### config.mk
export PLATFORM = sky130hd
export DESIGN_NAME = ssl_cfg_regs
export DESIGN_NICKNAME = d
export VERILOG_FILES = /design/src/design/ssl_pkg.sv /design/src/design/ssl_cfg_regs.sv
export SDC_FILE = /design/constraint.sdc
export NUM_CORES = 1
export LEC_CHECK = 0
export BUFFER_PORTS_ARGS = -buffer_cell sky130_fd_sc_hd__buf_2
export CAP_MARGIN = 20
export CORE_ASPECT_RATIO = 0.5
export CORE_MARGIN = 2
export CORE_UTILIZATION = 47
export CTS_BUF_LIST = sky130_fd_sc_hd__clkbuf_16
export CTS_CLUSTER_SIZE = 10
export DETAILED_ROUTE_END_ITERATION = 8
export GPL_ROUTABILITY_DRIVEN = 0
export PLACE_DENSITY = 0.87
export SLEW_MARGIN = 5
export SYNTH_ARGS = -nofsm -noshare
export SYNTH_HDL_FRONTEND = slang
export SYNTH_SLANG_ARGS = --single-unit
### constraint.sdc
create_clock -name clk -period 1.8 [get_ports clk]
set_clock_uncertainty 0.15 [all_clocks]
set_input_delay 0.18 -clock clk [delete_from_list [all_inputs] [get_ports clk]]
set_output_delay 0.18 -clock clk [all_outputs]
set_load 0.01 [all_outputs]
### src/design/ssl_pkg.sv
// ----------------------------------------------------------------------------
// ssl_pkg: shared types and constants of the setpoint slew limiter
// Field widths, register map, sequencer states and serial unit operations.
// ----------------------------------------------------------------------------
package ssl_pkg;

    localparam int unsigned CoordW  = 24;
    localparam int unsigned DtW     = 20;
    localparam int unsigned CfgW    = 16;
    localparam int unsigned UsPerS  = 1000000;

    // Register defaults
    localparam logic [CfgW-1:0] XySpeedRst = 16'd1000;
    localparam logic [CfgW-1:0] ZSpeedRst  = 16'd500;
    localparam logic [CfgW-1:0] TolXyRst   = 16'd200;
    localparam logic [CfgW-1:0] TolZRst    = 16'd150;

    // Register indexes
    localparam logic [1:0] RegXySpeed = 2'd0;
    localparam logic [1:0] RegZSpeed  = 2'd1;
    localparam logic [1:0] RegTolXy   = 2'd2;
    localparam logic [1:0] RegTolZ    = 2'd3;

    localparam logic FuncStep = 1'b0;
    localparam logic FuncLoad = 1'b1;

    // Serial unit operations
    localparam logic [1:0] ModeMul  = 2'd0;
    localparam logic [1:0] ModeDiv  = 2'd1;
    localparam logic [1:0] ModeSqrt = 2'd2;

    typedef enum logic [3:0] {
        ST_IDLE,
        ST_STEP_MUL,
        ST_STEP_DIV,
        ST_SQUARE,
        ST_SQRT,
        ST_ADV_MUL,
        ST_ADV_DIV,
        ST_DONE
    } ssl_state_t;

endpackage

### src/design/ssl_cfg_regs.sv
// ----------------------------------------------------------------------------
// ssl_cfg_regs: APB register file for speed limits and tolerances
// Four 16-bit registers at byte addresses 0, 4, 8 and 12.
// ----------------------------------------------------------------------------
module ssl_cfg_regs (
    input  logic                      clk,
    input  logic                      rst_n,
    input  logic                      psel,
    input  logic                      penable,
    input  logic                      pwrite,
    input  logic [3:0]                paddr,
    input  logic [31:0]               pwdata,
    output logic [31:0]               prdata,
    output logic                      pready,
    output logic [ssl_pkg::CfgW-1:0]  xy_speed,
    output logic [ssl_pkg::CfgW-1:0]  z_speed,
    output logic [ssl_pkg::CfgW-1:0]  tol_xy,
    output logic [ssl_pkg::CfgW-1:0]  tol_z
);
    logic [ssl_pkg::CfgW-1:0] xy_speed_reg, z_speed_reg, tol_xy_reg, tol_z_reg;
    logic [1:0]               idx;
    logic                     wr;
    logic [ssl_pkg::CfgW-1:0] rd;

    assign idx    = paddr[3:2];
    assign wr     = psel & penable & pwrite;
    assign pready = 1'b1;

    // register write
    always_ff @(posedge clk or negedge rst_n)
    begin
        if (!rst_n)
        begin
            xy_speed_reg <= ssl_pkg::XySpeedRst;
            z_speed_reg  <= ssl_pkg::ZSpeedRst;
            tol_xy_reg   <= ssl_pkg::TolXyRst;
            tol_z_reg    <= ssl_pkg::TolZRst;
        end
        else if (wr)
        begin
            case (idx)
                ssl_pkg::RegXySpeed: xy_speed_reg <= pwdata[ssl_pkg::CfgW-1:0];
                ssl_pkg::RegZSpeed:  z_speed_reg  <= pwdata[ssl_pkg::CfgW-1:0];
                ssl_pkg::RegTolXy:   tol_xy_reg   <= pwdata[ssl_pkg::CfgW-1:0];
                ssl_pkg::RegTolZ:    tol_z_reg    <= pwdata[ssl_pkg::CfgW-1:0];
                default: ;
            endcase
        end
    end

    // read mux
    always_comb
    begin
        case (idx)
            ssl_pkg::RegXySpeed: rd = xy_speed_reg;
            ssl_pkg::RegZSpeed:  rd = z_speed_reg;
            ssl_pkg::RegTolXy:   rd = tol_xy_reg;
            ssl_pkg::RegTolZ:    rd = tol_z_reg;
            default:             rd = '0;
        endcase
    end

    assign prdata   = {16'd0, rd};
    assign xy_speed = xy_speed_reg;
    assign z_speed  = z_speed_reg;
    assign tol_xy   = tol_xy_reg;
    assign tol_z    = tol_z_reg;
endmodule
==> run summary <==
Post-synthesis sequential area ratio: 53.7%
Diodes inserted: 0
Post-CTS Setup Inserts: 0
Syn Area/Cell: 16.8 sq um
RSZ-0062 raised after global routing: no
Critical path class: reg -> out
Number of global-route vias before repair: 2096
Fin crit period: 1730 ps
DRT antenna net count: 0
Post-synth cell types: 19
Final Core Density: 66.0%
Die Footprint: 7140 sq um
Gr usage total: 22.0%
Post-Syn Instances: 180
Placed wire-length estimate: 5.17 mm
Core area: 6160 sq um
Worst Path Arrival: 1400 ps
Crit path capture type: output pin
Worst-path clk slew: 50 ps
First-pass GRT wire length: 11.6 mm
Clk Latency, worst-skew pair: 320 ps
Clk sinks: 64
Area Growth Syn to Fin: 34.1%
Peak supply drop: 0.725 mV
Fin area: 4060 sq um
Setup-failing EPs final: 0
Max-Cap Viols: 0
Switching power: 1.47 mW
Sequential power share: 42.5%
Hold crit path type: in -> async
DR WL/cell: 19.0 um
# port buffers: 102
Combinational share of power: 28.3%
Standard-cell rows: 20
DRC: 0
Initial Utilization: 49.2%
Leakage power: 2.00 nW
CTS tree: built
Final wirelength: 7.72 mm
CTS Root Cell: clkbuf_16
Chip width: 118 um
Crit-path max FO: 3
Ys Warns: 0
Initial DRC count: 104
Sw Ratio: 29.5%
Worst setup SP type: register
Final Max Slew Viols: 0
DR vias/cell: 5.29
H-tree depth: 3
I/O pin count: 138
CTS Buffer Depth: 2
Die Y: 60.8 um
Top cells by area, synth: dfrtp_1, mux2_2, dfstp_2
TritonRoute pass-1 iters: 4
Status: completed
Worst EP required: 1470 ps
Largest net degree at the start of global routing: 25
Internal power: 3.52 mW
Mapped cell area: 3030 sq um
Setup TNS: 0 ps
Hold Fails Final Rpt: 0
Fillers: 431
Post-synth top area cell: dfrtp_1
Pwr Density: 1230 nW/um^2
Clock power frac: 29.2%
Area after DPL: 3640 sq um
Detailed-route via count: 2149
Fin crit share: 96.1%
Nets: 354
Number of synthesized register bits: 64
CTS buffer count: 9
Initial antenna violation count: 0
Peak Freq: 578 MHz
Share of the synthesized area in the top cell type: 37.2%
Gr ovfl total: 0
Share of layout cells above drive strength 1: 70.1%
Total Power: 4.99 mW
placed cells by master (no fill, tap or decap), drive strengths merged:
master,instances
dfrtp,45
conb,17
clkinv,2
or3,1
nor2,1
mux4,16
dlygate4sd3,17
nand4,1
nand3,1
mux2,64
or2,1
clkbuf,9
dfstp,19
buf,117
inv,6
nor3,1
worst paths after layout:
| check | start | depth (start not counted) | slack (ps) | to |
|---|---|---|---|---|
| worst max register to register | tol_xy[4] | 1 | 840 | tol_xy[4] |
| worst min register to register | z_speed[15] | 1 | 370 | z_speed[15] |
| worst max-delay path | z_speed[12] | 2 | 70 | prdata[12] |
| worst min-delay path | rst_n | 2 | 170 | z_speed[0] |
| max in group asynchronous | rst_n | 3 | 720 | xy_speed[7] |
| min in group clk | z_speed[15] | 1 | 370 | z_speed[15] |
area by class of cell:
cell class	count	area (sq um)	area share (%)
inverter	1	3.75	0.0924
tap	88	110	2.71
clock inverter	7	26.3	0.647
multi-input combinational	103	1240	30.6
clock buffer	9	225	5.54
timing repair buffer	134	831	20.4
sequential	64	1630	40.0
cell usage after synthesis, drive strengths merged:
cell type,count
nor2,1
or2,1
or3,1
nand4,1
dfrtp,45
nor3,1
clkbuf,1
mux4,16
buf,26
inv,1
conb,2
dfstp,19
nand3,1
mux2,64
repair_timing:
action | CTS | global route
hold buffers | 17 | 0
endpoints found under the hold margin | 107 | 0
resized for setup | 0 | 0
layer usage:
metal	GRT usage [%]	share of wire, %	wire (um)
met5	0	0	0
met4	9.64	1.5	116
met3	5.36	4.8	372
met2	40.3	54	4160
met1	26.0	40	3070
worst max-delay path: stages, from the launching register on:
cell and delay, ps:
dfrtp_1 400, mux4_1 520, buf_2 160
cells by family (layout without fill, tap and decap cells):
| group | Yosys count | in the layout | share of synthesized area (%) |
|---|---|---|---|
| buf+inv | 28 | 151 | 7.23 |
| flops | 64 | 64 | 53.7 |
| mux | 80 | 80 | 37.5 |
| other cells | 2 | 17 | 0.248 |
| simple gates | 6 | 6 | 1.32 |
per-stage QoR:
| stage | setup WS [ps] | hold WS, ps | cells |
|---|---|---|---|
| 5_1_grt | 29.4 | 194 | 406 |
| 3_5_place_dp | 127 | -46.7 | 373 |
| 4_1_cts | 44.0 | 146 | 406 |
| 3_3_place_gp | 171 | -46.8 | 373 |
| 2_1_floorplan | 243 | -266 | 195 |
| 6_report | 70.8 | 168 | 406 |
power by group through the flow:
stage          clock network [mW]  logic [mW]  registers, mW
6_report                     1.46        1.41           2.12
5_1_grt                      1.55        1.50           2.16
4_1_cts                      1.48        1.41           2.10
3_5_place_dp                    0        1.37           2.12
3_3_place_gp                    0        1.32           2.08
2_1_floorplan                   0       0.628           2.24
Note: power is estimated with default switching activity, not from simulation.
