### config.mk
export PLATFORM = sky130hd
export DESIGN_NAME = ssl_serial_unit
export DESIGN_NICKNAME = d
export VERILOG_FILES = /design/src/design/ssl_pkg.sv /design/src/design/ssl_serial_unit.sv
export SDC_FILE = /design/constraint.sdc
export NUM_CORES = 1
export LEC_CHECK = 0
export BUFFER_PORTS_ARGS = -buffer_cell sky130_fd_sc_hd__buf_4
export CAP_MARGIN = 20
export CORE_UTILIZATION = 51
export CTS_BUF_LIST = sky130_fd_sc_hd__clkbuf_4 sky130_fd_sc_hd__clkbuf_8
export DETAILED_ROUTE_END_ITERATION = 8
export PLACE_DENSITY = 0.69
export SYNTH_ARGS = -nofsm -noshare
export SYNTH_HDL_FRONTEND = slang
export SYNTH_SLANG_ARGS = --single-unit
export TNS_END_PERCENT = 20
### constraint.sdc
create_clock -name clk -period 6.5 [get_ports clk]
set_input_delay 0.975 -clock clk [delete_from_list [all_inputs] [get_ports clk]]
set_output_delay 0.975 -clock clk [all_outputs]
set_load 0.02 [all_outputs]
### src/design/ssl_pkg.sv
// ----------------------------------------------------------------------------
// ssl_pkg: shared types and constants of the setpoint slew limiter
// Field widths, register map, sequencer states and serial unit operations.
// ----------------------------------------------------------------------------
package ssl_pkg;

    localparam int unsigned CoordW  = 24;
    localparam int unsigned DtW     = 20;
    localparam int unsigned CfgW    = 16;
    localparam int unsigned UsPerS  = 1000000;

    // Register defaults
    localparam logic [CfgW-1:0] XySpeedRst = 16'd1000;
    localparam logic [CfgW-1:0] ZSpeedRst  = 16'd500;
    localparam logic [CfgW-1:0] TolXyRst   = 16'd200;
    localparam logic [CfgW-1:0] TolZRst    = 16'd150;

    // Register indexes
    localparam logic [1:0] RegXySpeed = 2'd0;
    localparam logic [1:0] RegZSpeed  = 2'd1;
    localparam logic [1:0] RegTolXy   = 2'd2;
    localparam logic [1:0] RegTolZ    = 2'd3;

    localparam logic FuncStep = 1'b0;
    localparam logic FuncLoad = 1'b1;

    // Serial unit operations
    localparam logic [1:0] ModeMul  = 2'd0;
    localparam logic [1:0] ModeDiv  = 2'd1;
    localparam logic [1:0] ModeSqrt = 2'd2;

    typedef enum logic [3:0] {
        ST_IDLE,
        ST_STEP_MUL,
        ST_STEP_DIV,
        ST_SQUARE,
        ST_SQRT,
        ST_ADV_MUL,
        ST_ADV_DIV,
        ST_DONE
    } ssl_state_t;

endpackage

### src/design/ssl_serial_unit.sv
// ----------------------------------------------------------------------------
// ssl_serial_unit: bit-serial multiplier, divider and square root
// Shift-and-add multiply, restoring divide and digit-by-digit root, one bit
// (root: one digit) per cycle. Operands unsigned.
// ----------------------------------------------------------------------------
module ssl_serial_unit #(
    parameter int unsigned W = 64
) (
    input  logic         clk,
    input  logic         rst_n,
    input  logic         start,
    input  logic [1:0]   mode,      // multiply, divide or square root
    input  logic [W-1:0] op_a,
    input  logic [W-1:0] op_b,
    output logic         busy,
    output logic [W-1:0] result
);
    localparam int unsigned CntW = $clog2(W + 1);

    logic [CntW-1:0] cnt_reg, cnt_next;
    logic            busy_reg, busy_next;
    logic [1:0]      mode_reg, mode_next;
    logic [W-1:0]    a_reg, a_next;       // multiplicand / dividend / radicand
    logic [W-1:0]    b_reg, b_next;       // multiplier / divisor
    logic [W-1:0]    acc_reg, acc_next;   // product / remainder
    logic [W-1:0]    q_reg, q_next;       // quotient / root
    logic [W:0]      trial;
    logic [W+1:0]    rtrial;
    logic [W+1:0]    rem_sh;

    always_comb
    begin
        cnt_next  = cnt_reg;
        busy_next = busy_reg;
        mode_next = mode_reg;
        a_next    = a_reg;
        b_next    = b_reg;
        acc_next  = acc_reg;
        q_next    = q_reg;
        trial     = '0;
        rtrial    = '0;
        rem_sh    = '0;
        if (start)
        begin
            busy_next = 1'b1;
            mode_next = mode;
            a_next    = op_a;
            b_next    = op_b;
            acc_next  = '0;
            q_next    = '0;
            cnt_next  = (mode == ssl_pkg::ModeSqrt) ? CntW'(W / 2) : CntW'(W);
        end
        else if (busy_reg)
        begin
            case (mode_reg)
                ssl_pkg::ModeMul:
                begin
                    // add shifted multiplicand when low multiplier bit set
                    if (b_reg[0])
                        acc_next = acc_reg + a_reg;
                    a_next = a_reg << 1;
                    b_next = b_reg >> 1;
                end
                ssl_pkg::ModeDiv:
                begin
                    trial  = {acc_reg, a_reg[W-1]} - {1'b0, b_reg};
                    a_next = a_reg << 1;
                    if (!trial[W])
                    begin
                        acc_next = trial[W-1:0];
                        q_next   = {q_reg[W-2:0], 1'b1};
                    end
                    else
                    begin
                        acc_next = {acc_reg[W-2:0], a_reg[W-1]};
                        q_next   = {q_reg[W-2:0], 1'b0};
                    end
                end
                ssl_pkg::ModeSqrt:
                begin
                    // bring down two radicand bits, try root*4+1
                    rem_sh = {acc_reg, a_reg[W-1:W-2]};
                    rtrial = rem_sh - {q_reg, 2'b01};
                    a_next = a_reg << 2;
                    if (!rtrial[W+1])
                    begin
                        acc_next = rtrial[W-1:0];
                        q_next   = {q_reg[W-2:0], 1'b1};
                    end
                    else
                    begin
                        acc_next = rem_sh[W-1:0];
                        q_next   = {q_reg[W-2:0], 1'b0};
                    end
                end
                default:
                begin
                    busy_next = 1'b0;
                end
            endcase
            cnt_next = cnt_reg - CntW'(1);
            if (cnt_reg == CntW'(1))
                busy_next = 1'b0;
        end
    end

    always_ff @(posedge clk or negedge rst_n)
    begin
        if (!rst_n)
        begin
            busy_reg <= 1'b0;
            cnt_reg  <= '0;
            mode_reg <= ssl_pkg::ModeMul;
        end
        else
        begin
            busy_reg <= busy_next;
            cnt_reg  <= cnt_next;
            mode_reg <= mode_next;
        end
    end

    always_ff @(posedge clk)
    begin
        a_reg   <= a_next;
        b_reg   <= b_next;
        acc_reg <= acc_next;
        q_reg   <= q_next;
    end

    assign busy   = busy_reg | start;
    assign result = (mode_reg == ssl_pkg::ModeMul) ? acc_reg : q_reg;

    a_cnt_zero_idle: assert property (@(posedge clk) disable iff (!rst_n)
        busy_reg && cnt_reg == CntW'(1) && !start |=> !busy_reg)
        else $error("serial unit did not stop at last step");
    a_cnt_nonzero: assert property (@(posedge clk) disable iff (!rst_n)
        busy_reg |-> cnt_reg != '0)
        else $error("serial unit busy with zero count");
    a_start_busy: assert property (@(posedge clk) disable iff (!rst_n)
        start |=> busy_reg)
        else $error("serial unit did not start");
endmodule

==> results of run 1 <==
==> layer usage <==
metal / track usage, % / share of wire (%) / vias up
li1: - / - / 12404
met1: 55.4 / 46 / 12440
met2: 51.0 / 40 / 1408
met3: 7.44 / 11 / 186
met4: 9.83 / 2.8 / 0
met5: 0 / 0 / -
==> stage by stage <==
stage / cells / total power, W / hold slack (ns)
after floorplan: 3368 / 0.00855 / 0.442
after global placement: 4059 / 0.0111 / 0.454
after detailed placement: 4060 / 0.0111 / 0.462
after CTS: 4154 / 0.0130 / 0.0999
after global routing: 4155 / 0.0140 / 0.121
final: 4155 / 0.0133 / 0.115
==> worst reg2reg max path: cells and delay by family (launching register included) <==
family                     cells  cell delay [ns]
muxes                          1             0.36
adders and majority gates      2             0.67
buffers and inverters          2             0.48
AOI/OAI and AO/OA              5             1.10
DFF                            1             0.52
and+or+nand+nor                5             1.42
==> path summary, 6_finish.rpt <==
| check | slack, ns | to | start |
|---|---|---|---|
| hold / removal | 0.12 | mode_reg[0] | rst_n |
| min in group clk | 0.45 | q_reg[59] | q_reg[58] |
| setup / recovery | 1.78 | acc_reg[43] | a_reg[63] |
| setup reg to reg | 1.78 | acc_reg[43] | a_reg[63] |
| max in group asynchronous | 6.21 | cnt_reg[4] | rst_n |
| hold reg to reg | 0.45 | q_reg[59] | q_reg[58] |
==> cells in the mapped netlist (all sizes together), types with 7 or more instances <==
| library cell | number |
|---|---|
| a2111oi | 13 |
| a211oi | 27 |
| a21boi | 15 |
| a21o | 104 |
| a21oi | 325 |
| a221oi | 27 |
| a22oi | 33 |
| a311oi | 8 |
| a31oi | 53 |
| and2 | 16 |
| and3 | 30 |
| and4 | 10 |
| buf | 41 |
| clkbuf | 153 |
| dfrtp | 10 |
| dfxtp | 128 |
| edfxtp | 128 |
| ha | 197 |
| inv | 182 |
| mux2 | 36 |
| mux2i | 79 |
| nand2 | 543 |
| nand2b | 19 |
| nand3 | 41 |
| nand4 | 58 |
| nor2 | 203 |
| nor2b | 23 |
| nor3 | 49 |
| nor4 | 12 |
| o211ai | 29 |
| o21a | 41 |
| o21ai | 374 |
| o21bai | 47 |
| o22ai | 11 |
| o31a | 11 |
| o31ai | 19 |
| or2 | 7 |
| or3 | 13 |
| xnor2 | 89 |
| xor2 | 76 |
==> cell type report <==
class	count	share of cell area [%]
Multi-Input combinational cell	2726	61.4
Timing Repair Buffer	223	6.02
Inverter	182	2.41
Clock inverter	12	0.327
Tap cell	664	2.93
Clock buffer	82	3.43
Sequential cell	266	23.5
==> power breakdown <==
| group | leakage [nW] | internal, W | switching, W |
|---|---|---|---|
| Sequential | 2.49 | 0.00208 | 0.000588 |
| Combinational | 8.89 | 0.00320 | 0.00567 |
| Clock | 0.575 | 0.000986 | 0.000806 |
| Total | 12.0 | 0.00626 | 0.00706 |
==> kinds of logic after synthesis <==
family / share of synthesized area, %
multiplexers: 4.70
AO/OA/AOI/OAI: 29.4
buffers and inverters: 5.74
XOR/XNOR: 5.75
AND/OR/NAND/NOR: 18.4
flip-flops: 26.2
adder cells (fa/ha/maj): 9.84
==> metrics, run 1 <==
status completed; CP Data Required Time 7.01 ns; commonest non-fill, non-tap cell in the layout nand2_1; first-pass GRT wire length 142000 um; Syn. warnings 0; period utilisation layout 72.7%; number of distinct library cells after synthesis 97; Power Density 470 nW/um2; die width 225 um; number of cells on the worst reg-to-reg path 15; CP peak stage delay 0.54 ns; worst-path fanout max 33; area of the core 49100 um2; TritonCTS Sinks 266; final setup violation count 0; CTS max path bufs 3; footprint of the multi-input gates 17400 um2; Top delay family on crit path simple AND/OR/NAND/NOR gates; crit path capture type flop; drc violations 0; vias in the first global route 24060; input/output buffers 197; register area 6660 um2; max-cap violation count 0; Post-DP Area 27200 um2; fraction of layout cells with a size suffix above 1 11.3%; row cnt 81; fin area 28300 um2; critical setup path kind reg2reg; worst skew pair latency 0.68 ns; Synth area leaders edfxtp_1, dfxtp_1, ha_1; all-layer global routing usage 36.4%; final core occ 57.7%; Max Clock Skew 0.0316 ns; DRT iter0 DRCs 3347; fill cell count 4676; Initial DRT Pass Iterations 6; number of flops mapped to enable cells by yosys 128; antenna cells 0; Seq cells post-synth 266; die area 50800 um2; post-cts resize count 0; final layout net count 3781; Post-Syn Area 25400 um2; H-tree levels 2; Final Max Slew Viols 0; Hold Crit Class in2async; hpwl dp 74100 um; crit path cell chain inv_1 > ha_1 > fa_1 > nor2b_1 > o211ai_1 > a21oi_1 > nor3_1 > nor3_1 > o21a_1 > nor4_4 > nor2_4 > buf_12 > mux2_1 > a222oi_1 > a211oi_1; CTS tree yes; Crit path depth 15; Routability Congestion 1.01; Main synth FF type edfxtp_1; post-CTS setup buffer count 0; CTS buffer count 50; Via Count 26438; share of the synthesized area in the top cell type 15.1%; Setup WS pre-CTS 1.90 ns; crit start category flop; Initial Util 51.9%; most frequent cells in the layout nand2_1, o21ai_0, a21oi_1, buf_4, nor2_1; largest net degree at the start of global routing 118; Slowest-stage cell, CP nor2_4; total grt overflow 0; WL final 94900 um; Worst-path clk slew 0.08 ns; WP buf/inv 2; async set-or-reset flop fraction in the synthesized netlist 3.76%; PnR worst setup slack 1.78 ns; setup TNS 0 ns; Peak VDD IR 0.502 mV; CP dominant cell by count nor3_1; register area share after synthesis 26.2%; crit path DAT 5.23 ns; P&R area growth vs syn 11.3%; RSZ-0062 raised after global routing no; Via-to-Cell Ratio 6.36; WL/cell 22.9 um; Syn Area/Cell 7.56 um2; Detail Route Antenna Nets 0; hold buffers post-CTS 0; root buffer cell clkbuf_8; Syn Nets 3700; Final Hold Violating Endpoints 0; Die Span Y 225 um; initial antenna violation count 0; Tmin final 4.72 ns; Post-Syn Instances 3368; post-synth top area cell edfxtp_1; highest clock rate 212 MHz; worst-margin pin slew 0.910 ns; slew margin rel. 39.3%; number of I/O pins 198; leakage 12.0 nW
Power figures use the tool's default switching activity.
==> inputs of run 2 (changes only) <==
- clock period: 6.5 -> 4.4 ns (I/O delays scaled with it)
==> metrics, run 2 (synthesis results as in run 1) <==
status completed; crit start category flop; DRT iter0 DRCs 3479; Worst R2R End acc_reg[63]; worst-path fanout max 8; number of I/O pins 198; Hold Crit Class in2reg; die width 225 um; CTS buffer count 50; root buffer cell clkbuf_8; crit path to acc_reg[63]; period utilisation layout 96.0%; worst skew pair latency 0.67 ns; row cnt 81; hpwl dp 78200 um; Via-to-Cell Ratio 6.36; die area 50800 um2; critical setup path kind reg2reg; register area 6660 um2; most frequent cells in the layout nand2_1, o21ai_0, a21oi_1, buf_4, nor2_1; Initial DRT Pass Iterations 6; TritonCTS Sinks 266; first-pass GRT wire length 147000 um; setup TNS 0 ns; Initial Util 51.9%; sw power 0.0107 W; WL/cell 23.3 um; Worst-path clk slew 0.06 ns; Peak VDD IR 0.428 mV; P&R area growth vs syn 13.8%; footprint of the multi-input gates 17400 um2; drc violations 0; crit path DAT 4.82 ns; slew margin rel. 27.5%; fill cell count 4642; Max Clock Skew 0.0320 ns; cell internal pwr 0.00959 W; CTS max path bufs 3; commonest non-fill, non-tap cell in the layout nand2_1; final setup violation count 0; highest clock rate 237 MHz; Power Density 700 nW/um2; total grt overflow 0; fraction of layout cells with a size suffix above 1 13.2%; number of cells on the worst reg-to-reg path 12; Detail Route Antenna Nets 0; CTS tree yes; Clk pwr share 13.0%; r2r setup slk 0.18 ns; sequential power share 18.1%; RSZ-0062 raised after global routing no; H-tree levels 2; Worst R2R Start acc_reg[1]; final core occ 59.0%; worst-margin pin slew 1.08 ns; Via Count 26951; vias in the first global route 24584; Final Hold Violating Endpoints 0; Worst Setup SP acc_reg[1]; leakage 12.4 nW; Final Max Slew Viols 0; WL final 98900 um; max-cap violation count 0; Comb power frac 68.9%; largest net degree at the start of global routing 165; switch share 52.7%; CP Data Required Time 5.00 ns; crit path capture type flop; Die Span Y 225 um; initial antenna violation count 1; Tmin final 4.22 ns; Routability Congestion 1.08; all-layer global routing usage 38.0%; input/output buffers 197; area of the core 49100 um2; final layout net count 3861
[run 2: cell count changes in the layout (fill, tap and decap cells not counted), moves of 2 or more]
cell	before	now
buf_4	219	297
clkbuf_4	25	17
clkinv_1	2	10
clkbuf_8	57	53
buf_12	1	4
o21ai_0	356	353
o21ai_1	18	21
bufinv_16	1	3
[run 2: layout make-up]
class / instances / share of cell area (%)
well taps: 664 / 2.87
repair buffers: 303 / 8.06
multi-input cells: 2726 / 60.1
clock buffers: 70 / 2.96
inverters: 182 / 2.36
clock inverters: 23 / 0.648
flip-flops and latches: 266 / 23.0
diodes: 1 / 0.00864
[run 2: routing by layer]
metal | vias to the layer above | part of all wire, % | global-route usage, %
met5 | - | 0.0040 | 0
met4 | 2 | 2.6 | 10.1
met3 | 157 | 13 | 10.9
met2 | 1481 | 38 | 51.3
met1 | 12754 | 46 | 57.5
li1 | 12557 | - | -
[run 2: metrics by stage]
step                      cells  cell area, um2  worst slack, ns  power (W)  hold slack (ns)
after floorplan            3368           25400            0.897     0.0126            0.364
after global placement     4140           27900            0.144     0.0169            0.452
after detailed placement   4140           27900            0.166     0.0170            0.462
after CTS                  4234           28900           0.0569     0.0197            0.204
after global routing       4234           29000           0.0131     0.0213            0.251
final                      4235           29000            0.176     0.0203            0.246
[run 2: worst min-delay path by stage]
stage          slack (ns)      start          end  cells after the start
6_report             0.25    mode[0]  mode_reg[0]                      3
5_1_grt              0.25    mode[0]  mode_reg[0]                      3
2_1_floorplan        0.36      rst_n     busy_reg                      0
3_5_place_dp         0.46  q_reg[34]    q_reg[35]                      2
4_1_cts              0.20    mode[1]  mode_reg[1]                      3
3_3_place_gp         0.45  q_reg[10]    q_reg[11]                      2
[run 2: power by group through the flow]
stage	clock network (W)	logic (W)	registers [W]
5_1_grt	0.00275	0.0149	0.00369
3_5_place_dp	0	0.0133	0.00367
3_3_place_gp	0	0.0133	0.00366
4_1_cts	0.00266	0.0134	0.00363
6_report	0.00263	0.0140	0.00368
2_1_floorplan	0	0.00916	0.00347
[run 2: critical path, stage by stage (launching register included)]
cell and delay [ns]:
dfxtp_1 0.40, ha_1 0.28, or3_1 0.40, o221a_1 0.32, a211oi_1 0.46, o211ai_1 0.22, a31oi_1 0.64, a21oi_1 0.32
a211oi_1 0.46, xnor2_1 0.22, nand2_1 0.11, a31o_2 0.23, a21oi_1 0.12
[run 2: what timing repair did]
action / in CTS / in global routing
setup endpoints to repair: 0 / 6
hold buffers: 1 / 0
setup buffers: 0 / 0
hold endpoints to repair: 10 / 0
gates resized for setup: 0 / 9
